==> src/sv/dwtb_delay.sv <==
// ============================================================================
// dwtb_delay
// Fixed-length shift line for side data that rides alongside the datapath.
// ============================================================================
`default_nettype none

module dwtb_delay #(
    parameter int WIDTH = 8,
    parameter int DEPTH = 4
) (
    input  wire logic             clk,
    input  wire logic [WIDTH-1:0] din,
    output logic      [WIDTH-1:0] dout
);

    logic [WIDTH-1:0] tap_reg [DEPTH];

    always_ff @(posedge clk)
    begin
        tap_reg[0] <= din;
        for (int i = 1; i < DEPTH; i++)
        begin
            tap_reg[i] <= tap_reg[i-1];
        end
    end

    assign dout = tap_reg[DEPTH-1];

endmodule

`default_nettype wire

==> config.mk <==
export PLATFORM = sky130hd
export DESIGN_NAME = dwtb_delay
export DESIGN_NICKNAME = d
export VERILOG_FILES = /design/src/sv/dwtb_delay.sv
export SDC_FILE = /design/constraint.sdc
export NUM_CORES = 1
export LEC_CHECK = 0
export ABC_AREA = 0
export BUFFER_PORTS_ARGS = -buffer_cell sky130_fd_sc_hd__buf_2
export CORE_MARGIN = 3
export CORE_UTILIZATION = 45
export CTS_BUF_LIST = sky130_fd_sc_hd__clkbuf_4
export DETAILED_ROUTE_END_ITERATION = 10
export PLACE_DENSITY = 0.73
export SLEW_MARGIN = 20
export SYNTH_ARGS = -nofsm -noshare
export SYNTH_HDL_FRONTEND = slang
export SYNTH_SLANG_ARGS = --single-unit
==> constraint.sdc <==
create_clock -name clk -period 0.8 [get_ports clk]
set_clock_uncertainty 0.05 [all_clocks]
set_input_delay 0.04 -clock clk [delete_from_list [all_inputs] [get_ports clk]]
set_output_delay 0.04 -clock clk [all_outputs]
set_load 0.005 [all_outputs]
**After elaboration in Yosys (flattened, before gate mapping)**

Memories as Yosys holds them, arrays and structs flattened.
Index checks and enable logic that the tools add are counted.

- Register bits after elaboration: 0
- Memory bits (writable): 32
- Bits of input ports: 9
- Output and inout port bits: 8
- Logic and storage cells: 1
- Memories kept: 1

Memories:

| memory | words | bits a word | read ports | clocked after Yosys merged registers in | wr ports | line | RTL |
|---|---|---|---|---|---|---|---|
| tap_reg | 4 | 8 | 4 | 0 | 4 | 16 | `logic [WIDTH-1:0] tap_reg [DEPTH];` |

**Longest topological paths before layout**

Gate-level depths: netlist of the first run.

- Depth after elaboration: 0
- Gate-level depth with buffers: 0
- Gate-level depth less buffers: 0

**Worst setup path after synthesis of the first run**

Ideal clock, no wire load.

- Path type: reg2reg
- Start: memory tap_reg[0][0]
- End: memory tap_reg[1][0]
- Library setup time: 111 ps
- Data arrival time: 269 ps
- Data required time: 639 ps
- Setup slack: 370 ps
- Cell stages (with the launch flop): 1
- Path buffers: 0
- Clock period less this slack: 430 ps
- Path through: dfxtp_1

RTL lines:

| element | line |
|---|---|
| from (decl) | 16 |

==> results of run 1 <==
cell usage in the layout (no fill, tap or decap):
master	n
dfxtp_1	31
clkinv_2	2
dfxtp_2	1
clkinv_1	1
clkbuf_4	5
dlygate4sd3_1	8
buf_6	1
buf_2	15
routing by layer:
metal	part of all wire (%)	up-vias
met4	4.1	0
met3	16	5
met5	0	-
met1	39	129
met2	41	21
li1	-	159
timing repair:
action | in CTS | in global routing
endpoints found under the setup margin | 8 | 8
hold endpoints to repair | 8 | 0
hold buffers | 8 | 0
gates resized for setup | 0 | 2
power by group through the flow:
stage / Clock [mW] / Sequential, mW / Combinational [mW]
2_1_floorplan: 0 / 1.73 / 0
3_3_place_gp: 0 / 1.73 / 0.0397
4_1_cts: 0.824 / 1.69 / 0.0692
3_5_place_dp: 0 / 1.73 / 0.0401
5_1_grt: 0.939 / 1.70 / 0.0811
6_report: 0.796 / 1.69 / 0.0728
final timing paths:
kind         slack, ns       endpoint  cells after the start
min reg2reg       0.28  tap_reg[3][1]                      0
min               0.28  tap_reg[3][1]                      0
max              -0.03        dout[5]                      1
max reg2reg       0.34  tap_reg[1][5]                      0
cell type report:
cell class	instances	area [um2]
Timing Repair Buffer	24	166
Fill cell	83	339
Sequential cell	32	642
Clock buffer	5	37.5
Clock inverter	3	13.8
Tap cell	14	17.5
logic make-up (layout without fill, tap and decap cells):
logic type             count (synthesis)  after routing  synth area share [%]
buffers and inverters                  0             32                     0
flip-flops                            32             32                   100
per-stage QoR:
stage          cells  setup TNS [ns]
6_report          78          -0.148
5_1_grt           78          -0.506
4_1_cts           78          -0.275
3_5_place_dp      62               0
3_3_place_gp      62               0
2_1_floorplan     32               0
==> results.md, run 1 <==
| Result | Reported |
|---|---|
| Run status | finished with violations |
| Violated checks | setup timing |
| Max-slew violation total from the final report | 0 |
| Fraction of synthesized cell area taken by the top area cell type | 100% |
| Largest fanout on the critical path | 1 |
| Setup repair after global routing missed its margin | yes |
| Leading cell types by total area after synthesis | dfxtp_1 |
| Kind of critical path | reg2out |
| Proportion of power drawn by combinational gates | 2.8% |
| Critical Path Start | tap_reg[3][5] |
| Least setup slack across all paths after layout | -0.0298 ns |
| Number of CTS-inserted buffers | 5 |
| Syn-to-layout area delta | 36.9% |
| Total number of H-tree levels | 2 |
| Critical Path Source Type | flip-flop |
| Crit path required time | 0.71 ns |
| Leakage power | 0.401 nW |
| CTS tree | yes |
| Netlist area before placement | 641 um2 |
| Cell variety after synth | 1 |
| Clock transition at the register clock pins on the worst setup and hold paths after CTS | 0.08 ns |
| Met3 capacity usage during global routing | 8.71% |
| Net count, final | 72 |
| Max frequency | 1210 MHz |
| Area used by multi-input combinational logic | 0 um2 |
| Insertion delay to the later sink of the worst-skew pair | 0.32 ns |
| Worst min-delay path startpoint | tap_reg[2][1] |
| Multi-input gates | 0 |
| Pwr Total | 2.56 mW |
| Iteration-0 DRC Markers | 2 |
| Total die area | 1910 um2 |
| GR met2 Demand/Resource | 12.8% |
| Cell type with the largest total area after synthesis | dfxtp_1 |
| Setup Slack @ Placement | 0.314 ns |
| Global-route wire length before repair | 1120 um |
| Switching power share of the total | 19.9% |
| List of most frequent post-synthesis cells | dfxtp_1 |
| Avg Inst Size Synth | 20.0 um2 |
| Wire length per cell | 8.37 um |
| Clk buf depth | 2 |
| Total congestion overflow | 0 |
| Worst IR Drop VDD | 1.72 mV |
| Routed wire length | 653 um |
| Final core area utilization | 72.1% |
| Total iterations of the first detailed-routing run | 2 |
| Share of synthesized area occupied by flip-flops and latches | 100% |
| Post-route design area | 877 um2 |
| Max stage delay on crit path | 0.32 ns |
| Count of warnings emitted by yosys | 0 |
| Starting density of the core | 52.7% |
| Worst Hold Slack | 0.282 ns |
| Final period demand of the worst path | 0.830 ns |
| Async set or reset register ratio after synthesis | 0% |
| Reg power frac | 66.1% |
| Worst R2R Start | tap_reg[0][5] |
| Via count of the first global-routing pass | 286 |
| Total global-route track usage | 9.69% |
| Largest net degree at the start of global routing | 11 |
| Number of buffers inserted by port buffering | 16 |
| Number of standard-cell rows in the floorplan | 12 |
| Clock sink count | 32 |
| Most frequent cell after synthesis | dfxtp_1 |
| Fraction of power consumed by the clock network | 31.1% |
| Most Crowded Layer GR | met2 |
| Number of enable-type register cells in the synthesized netlist | 0 |
| DIE HEIGHT | 43.7 um |
| Nature of the critical path endpoint | output pin |
| Power per unit of standard cell area | 2920 nW/um2 |
| #FFs+latches synth | 32 |
| Number of nets in the synthesized netlist | 41 |
| Via count | 314 |
| Largest delay contributor family on the critical path | flip-flops |
| Slew at the pin with the worst max-slew slack | 0.0897 ns |
| Standard cell core area | 1220 um2 |
| Placed inst area | 738 um2 |
| CP max-delay cell | dfxtp_2 |
| Slew HR | 94.0% |
| Number of failing setup endpoints in the final timing report | 8 |
| Portion of the clock cycle consumed by the worst path in the final layout | 104% |
| Post-Syn Instances | 32 |
| Postcts setup bufs | 0 |
| Number of flip-flops in the largest register | 32 |
| Internal power summed over all cells | 2.05 mW |
| Number of antenna violations at the first check in global routing | 0 |
| Antenna violation net count after detailed routing | 0 |
| Post-synth top flop | dfxtp_1 |
| Cell Chain, Critical Path | buf_6 |
| Worst EP arrival | 0.74 ns |
| Ant diodes | 0 |
| Fraction of final layout cells with drive strength greater than 1 | 37.5% |
| Root buffer cell | clkbuf_4 |
| Number of hold-slack violations in the final timing report | 0 |
| Routability-driven placement congestion ratio | 0.536 |
| Count of maximum capacitance violations | 0 |
| Number of remaining DRC errors | 0 |
| Die X-Extent | 43.7 um |
| Via-to-Cell Ratio | 4.03 |
| Met1 track demand over resource in global routing | 7.89% |
| Combined buffer and inverter count along the critical path | 1 |
| Tightest Hold Check Type | reg2reg |
| Top-Level Pins | 17 |
| Net load switching power | 0.510 mW |
Note: power is estimated with default switching activity, not from simulation.
==> inputs of run 2 (changes only) <==
Settings changed: GPL_TIMING_DRIVEN set to 0.
==> run 2 against run 1 <==
  * The run now ends clean
  * Hold slack lost 0.0020 ns
  * Clock-buffer cell count grew 2
  * Critical path depth is the same
  * Core utilization shrank 0.21 points
  * Non-clock buffer count is the same
  * Via count shrank 11%
  * Setup slack gained 0.035 ns
  * Global-route usage grew 0.27 points
  * First-iteration DRC count grew 50%
  * Combinational power shrank 1%
  * Critical endpoint is now dout[0]
  * Highest routed layer is now met3
==> results.md, run 2 (synthesized netlist as in run 1, its figures left out) <==
| Result | Reported | vs previous |
|---|---|---|
| Placed inst area | 738 um2 | unchanged |
| Fraction of power consumed by the clock network | 32.3% | +1.2 points |
| Most used cells in the layout excluding fill and tap cells | dfxtp_1, buf_2, dlygate4sd3_1, clkbuf_4, clkinv_1 |  |
| Number of failing setup endpoints in the final timing report | 0 | -8 |
| Max-slew violation total from the final report | 0 | unchanged |
| Max stage delay on crit path | 0.30 ns | -0.02 ns |
| Number of filler cells placed in the layout | 79 | -4.8% |
| CTS tree | yes |  |
| Switching power share of the total | 18.1% | -1.8 points |
| Root buffer cell | clkbuf_4 |  |
| Worst EP arrival | 0.70 ns | -0.04 ns |
| Slew at the pin with the worst max-slew slack | 0.0883 ns | -0.00141 ns |
| Total number of H-tree levels | 2 | unchanged |
| DIE HEIGHT | 43.7 um | unchanged |
| Power per unit of standard cell area | 2980 nW/um2 | +1.9% |
| Critical Path Source Type | flip-flop |  |
| Most common library cell in the layout ignoring fill and taps | dfxtp_1 |  |
| Pwr Total | 2.60 mW | +1.6% |
| Standard cell core area | 1220 um2 | unchanged |
| Worst R2R Start | tap_reg[0][3] |  |
| Max frequency | 1260 MHz | +4.5% |
| Routed wire length | 692 um | +6.0% |
| Combined buffer and inverter count along the critical path | 1 | unchanged |
| Largest delay contributor family on the critical path | flip-flops |  |
| Leakage power | 0.400 nW | -0.18% |
| Setup repair after global routing missed its margin | yes |  |
| Total die area | 1910 um2 | unchanged |
| Nature of the critical path endpoint | output pin |  |
| Global-route wire length before repair | 1240 um | +9.9% |
| Crit path required time | 0.71 ns | about the same |
| Number of antenna violations at the first check in global routing | 0 | unchanged |
| Net load switching power | 0.471 mW | -7.6% |
| Total global-route track usage | 9.96% | +0.27 points |
| Least setup slack across all paths after layout | 0.00561 ns | +0.0354 ns |
| Cell Chain, Critical Path | buf_2 |  |
| Via-to-Cell Ratio | 3.59 | -11% |
| CP max-delay cell | dfxtp_1 |  |
| Antenna violation net count after detailed routing | 0 | unchanged |
| Die X-Extent | 43.7 um | unchanged |
| Ant diodes | 0 | unchanged |
| Worst IR Drop VDD | 2.08 mV | +21% |
| Count of maximum capacitance violations | 0 | unchanged |
| Syn-to-layout area delta | 36.5% |  |
| Number of flip-flops in the largest register | 32 | unchanged |
| Routability-driven placement congestion ratio | 0.537 | +0.13% |
| Iteration-0 DRC Markers | 3 | +1 |
| Via count | 280 | -11% |
| Critical Path Start | tap_reg[3][0] |  |
| Kind of critical path | reg2out |  |
| Multi-input gates | 0 | unchanged |
| Starting density of the core | 52.7% | unchanged |
| Portion of the clock cycle consumed by the worst path in the final layout | 99.3% | -4.4 points |
| Internal power summed over all cells | 2.13 mW | +3.9% |
| Largest fanout on the critical path | 1 | unchanged |
| Final core area utilization | 71.9% | -0.21 points |
| Number of hold-slack violations in the final timing report | 0 | unchanged |
| Insertion delay to the later sink of the worst-skew pair | 0.30 ns | -0.02 ns |
| Worst min-delay path startpoint | tap_reg[2][4] |  |
| Top-Level Pins | 17 | unchanged |
| Clock transition at the register clock pins on the worst setup and hold paths after CTS | 0.08 ns | about the same |
| Run status | complete, no violations |  |
| Clock sink count | 32 | unchanged |
| Setup Slack @ Placement | 0.318 ns | +0.00352 ns |
| Reg power frac | 65.0% | -1.1 points |
| Proportion of power drawn by combinational gates | 2.8% | about the same |
| Area used by multi-input combinational logic | 0 um2 | unchanged |
| Total iterations of the first detailed-routing run | 2 | unchanged |
| Number of remaining DRC errors | 0 | unchanged |
| Clk buf depth | 2 | unchanged |
| Total congestion overflow | 0 | unchanged |
| Post-route design area | 875 um2 | -0.29% |
| Combined flip-flop and latch cell area | 641 um2 | -0.20% |
| Wire length per cell | 8.87 um | +6.0% |
| Net count, final | 72 | unchanged |
| Slew HR | 94.1% | about the same |
| Via count of the first global-routing pass | 286 | unchanged |
| Number of buffers inserted by port buffering | 16 | unchanged |
| Number of standard-cell rows in the floorplan | 12 | unchanged |
| Number of CTS-inserted buffers | 5 | unchanged |
| Fraction of final layout cells with drive strength greater than 1 | 35.9% | -1.6 points |
| Tightest Hold Check Type | reg2reg |  |
| Final period demand of the worst path | 0.794 ns | -0.0354 ns |
| Largest net degree at the start of global routing | 10 | -1 |
run 2: power by group through the flow:
stage          Sequential [mW]  Combinational, mW  Clock [mW]
2_1_floorplan             1.73                  0           0
3_3_place_gp              1.73             0.0397           0
3_5_place_dp              1.73             0.0407           0
4_1_cts                   1.69             0.0700       0.873
5_1_grt                   1.70             0.0803       0.974
6_report                  1.69             0.0721       0.840
run 2: repair_timing:
action                                  CTS  global route
setup buffers                             0             0
endpoints found under the setup margin    8             8
gates resized for setup                   0             0
gates cloned                              0             0
endpoints found under the hold margin     8             0
hold buffers                              8             0
run 2: worst paths after layout:
| kind | slack, ns | end | cells after the start |
|---|---|---|---|
| setup / recovery | 0.006 | dout[0] | 1 |
| hold / removal | 0.28 | tap_reg[3][4] | 0 |
| setup reg to reg | 0.34 | tap_reg[1][3] | 0 |
| hold reg to reg | 0.28 | tap_reg[3][4] | 0 |
run 2: area by class of cell:
type | count | share of cell area (%)
Tap cell | 14 | 2.00
Clock buffer | 7 | 6.01
Sequential cell | 32 | 73.2
Timing Repair Buffer | 24 | 18.3
Clock inverter | 1 | 0.429
run 2: metal layers:
metal	share of wire [%]	GRT usage, %	vias up
li1	-	-	157
met1	45	11.3	105
met2	42	14.2	18
met3	13	4.98	0
met4	0	7.23	0
met5	0	0	-
run 2: per-stage QoR:
stage	std cells	TNS [ns]	hold WS [ns]
CTS	78	-0.147	0.281
floorplan	32	0	0.0177
finish	78	0	0.280
detailed placement	62	0	0.0936
global route	78	-0.345	0.289
global placement	62	0	0.0918
==> inputs of run 3 (changes only) <==
Settings changed: CORE_AREA set to 3 3 40 42, CORE_MARGIN 3 to not set, CORE_UTILIZATION 45 to not set, DIE_AREA set to 0 0 43 45, PLACE_DENSITY 0.73 to 0.74.
Clock period 0.8 ns to 0.94 ns, I/O delays scaled along.
==> run 3 against run 2 <==
  * Sequential cell count stayed put
  * First-iteration DRC count shrank 100%
  * Register-to-register slack improved by 0.14 ns
  * Design area is 2.9% higher
  * Via count is 9.3% higher
  * Hold slack got worse by 0.0049 ns
  * Die area rose by 1.2%
  * Global-route usage is essentially flat
  * Power down 4.6%
  * Core utilization shrank 1.9 points
  * Cell count is 1.3% higher
  * Highest routed layer is now met4
==> results.md, run 3 (synthesized netlist as in run 1, its figures left out) <==
| Result | Reported | vs previous |
|---|---|---|
| Iteration-0 DRC Markers | 0 | -3 |
| Multi-input gates | 0 | unchanged |
| Max-slew violation total from the final report | 0 | unchanged |
| CTS tree | yes |  |
| Worst min-delay path startpoint | tap_reg[1][6] |  |
| PostCTS Resize Cnt | 0 | unchanged |
| Starting density of the core | 49.9% | -2.8 points |
| Number of antenna violations at the first check in global routing | 0 | unchanged |
| Number of failing setup endpoints in the final timing report | 0 | unchanged |
| Number of buffers inserted by port buffering | 16 | unchanged |
| R2R cell count | 0 | unchanged |
| Number of filler cells placed in the layout | 87 | +10% |
| Worst IR Drop VDD | 2.09 mV | +0.38% |
| Post-Route Setup TNS | 0 ns | unchanged |
| Max stage delay on crit path | 0.31 ns | about the same |
| Net load switching power | 0.427 mW | -9.3% |
| Run status | complete, no violations |  |
| Largest delay contributor family on the critical path | flip-flops |  |
| Number of CTS-inserted buffers | 5 | unchanged |
| Ant diodes | 0 | unchanged |
| Insertion delay to the later sink of the worst-skew pair | 0.31 ns | about the same |
| Nature of the critical path endpoint | output pin |  |
| Tightest Hold Check Type | reg2reg |  |
| Global-route wire length before repair | 1220 um | -1.1% |
| Kind of critical path | reg2out |  |
| Switching power share of the total | 17.2% | -0.90 points |
| Setup repair after global routing missed its margin | no |  |
| Most used cells in the layout excluding fill and tap cells | dfxtp_1, buf_2, dlygate4sd3_1, clkbuf_4 |  |
| Worst EP arrival | 0.73 ns | +0.03 ns |
| Total global-route track usage | 9.97% | about the same |
| Via count of the first global-routing pass | 307 | +7.3% |
| Largest fanout on the critical path | 1 | unchanged |
| Number of standard-cell rows in the floorplan | 13 | +1 |
| Power per unit of standard cell area | 2760 nW/um2 | -7.3% |
| Root buffer cell | clkbuf_4 |  |
| Most common library cell in the layout ignoring fill and taps | dfxtp_1 |  |
| Total die area | 1940 um2 | +1.2% |
| Register-to-register path setup slack | 0.48 ns | +0.14 ns |
| Syn-to-layout area delta | 40.4% |  |
| Worst R2R Start | tap_reg[0][5] |  |
| Reg power frac | 58.0% | -7.0 points |
| Total congestion overflow | 0 | unchanged |
| Leakage power | 0.412 nW | +3.0% |
| Clk buf depth | 2 | unchanged |
| Number of hold-slack violations in the final timing report | 0 | unchanged |
| Clock transition at the register clock pins on the worst setup and hold paths after CTS | 0.09 ns | about the same |
| Number of remaining DRC errors | 0 | unchanged |
| Total number of H-tree levels | 2 | unchanged |
| DIE HEIGHT | 45 um | +2.9% |
| Area used by multi-input combinational logic | 0 um2 | unchanged |
| Top-Level Pins | 17 | unchanged |
| Combined buffer and inverter count along the critical path | 1 | unchanged |
| Final period demand of the worst path | 0.825 ns |  |
| Fraction of power consumed by the clock network | 39.6% | +7.3 points |
| Max frequency | 1210 MHz |  |
| Clock sink count | 32 | unchanged |
| Via-to-Cell Ratio | 3.87 | +7.9% |
| Fraction of final layout cells with drive strength greater than 1 | 37.5% | +1.6 points |
| Internal power summed over all cells | 2.06 mW | -3.6% |
| Critical path depth in cells | 1 | unchanged |
| Hold Crit Depth | 0 | unchanged |
| Reg2reg end | tap_reg[1][5] |  |
| Portion of the clock cycle consumed by the worst path in the final layout | 87.7% |  |
| Total iterations of the first detailed-routing run | 1 | -1 |
| Antenna violation net count after detailed routing | 0 | unchanged |
| Slew HR | 94.1% | about the same |
| Crit path required time | 0.84 ns | +0.13 ns |
| Standard cell core area | 1280 um2 | +5.7% |
| Routability-driven placement congestion ratio | 0.543 | +1.1% |
| Number of flip-flops in the largest register | 32 | unchanged |
| Setup Slack @ Placement | 0.453 ns | +0.136 ns |
| CP max-delay cell | dfxtp_1 |  |
| Die X-Extent | 43 um | -1.7% |
| Routed wire length | 684 um | -1.2% |
| Least setup slack across all paths after layout | 0.115 ns | +0.110 ns |
| Slew at the pin with the worst max-slew slack | 0.0892 ns | +0.000852 ns |
| Count of maximum capacitance violations | 0 | unchanged |
| Critical Path Source Type | flip-flop |  |
| Wire length per cell | 8.66 um | -2.4% |
| Largest net degree at the start of global routing | 11 | +1 |
| Net count, final | 72 | unchanged |
| Cell Chain, Critical Path | buf_2 |  |
| Via count | 306 | +9.3% |
| Worst Hold End | tap_reg[2][6] |  |
| Proportion of power drawn by combinational gates | 2.4% | -0.4 points |
==> run 3: cell types whose count changed in the layout (fill, tap and decap cells not counted) <==
| cell | delta |
|---|---|
| clkinv_1 | -1 |
| bufinv_16 | +1 |
| clkinv_2 | +1 |
| clkbuf_4 | -1 |
==> run 3: final cells by class <==
| cell class | instances | area [um2] | share of cell area [%] |
|---|---|---|---|
| Sequential cell | 32 | 641 | 71.2 |
| Timing Repair Buffer | 24 | 160 | 17.8 |
| Clock buffer | 6 | 45.0 | 5.01 |
| Clock inverter | 2 | 35.0 | 3.89 |
| Tap cell | 15 | 18.8 | 2.09 |
==> run 3: through the flow <==
step / cells / instance area (um2) / hold slack [ns] / utilization, % / power, mW
final: 79 / 900 / 0.275 / 70.0 / 2.48
after floorplan: 32 / 641 / 0.0247 / - / 1.47
after global placement: 63 / 739 / 0.0993 / 57.5 / 1.50
after CTS: 79 / 900 / 0.273 / 70.0 / 2.52
after detailed placement: 63 / 739 / 0.101 / 57.5 / 1.51
after global routing: 79 / 900 / 0.277 / 70.0 / 2.60
==> run 3: layer usage <==
metal	routed length, um	GRT usage (%)	up-vias	share of wire, %
met4	22	12.7	0	3.2
met1	274	10.1	129	40
li1	-	-	157	-
met2	313	13.5	18	46
met5	0	0	-	0
met3	74	4.78	2	11
==> run 3: worst max path at each step <==
stage                         end          start
floorplan           tap_reg[1][0]  tap_reg[0][0]
global placement          dout[7]  tap_reg[3][7]
detailed placement        dout[7]  tap_reg[3][7]
CTS                       dout[7]  tap_reg[3][7]
global route              dout[3]  tap_reg[3][3]
finish                    dout[7]  tap_reg[3][7]
==> run 3: power by group through the flow <==
stage / registers (mW) / clock network [mW] / logic, mW
2_1_floorplan: 1.47 / 0 / 0
3_3_place_gp: 1.47 / 0 / 0.0338
3_5_place_dp: 1.47 / 0 / 0.0346
4_1_cts: 1.44 / 1.02 / 0.0596
5_1_grt: 1.45 / 1.09 / 0.0660
6_report: 1.44 / 0.984 / 0.0602
==> run 3: what timing repair did <==
action | in CTS | in global routing
hold endpoints to repair | 8 | 0
buffers inserted | 0 | 0
hold buffers | 8 | 0
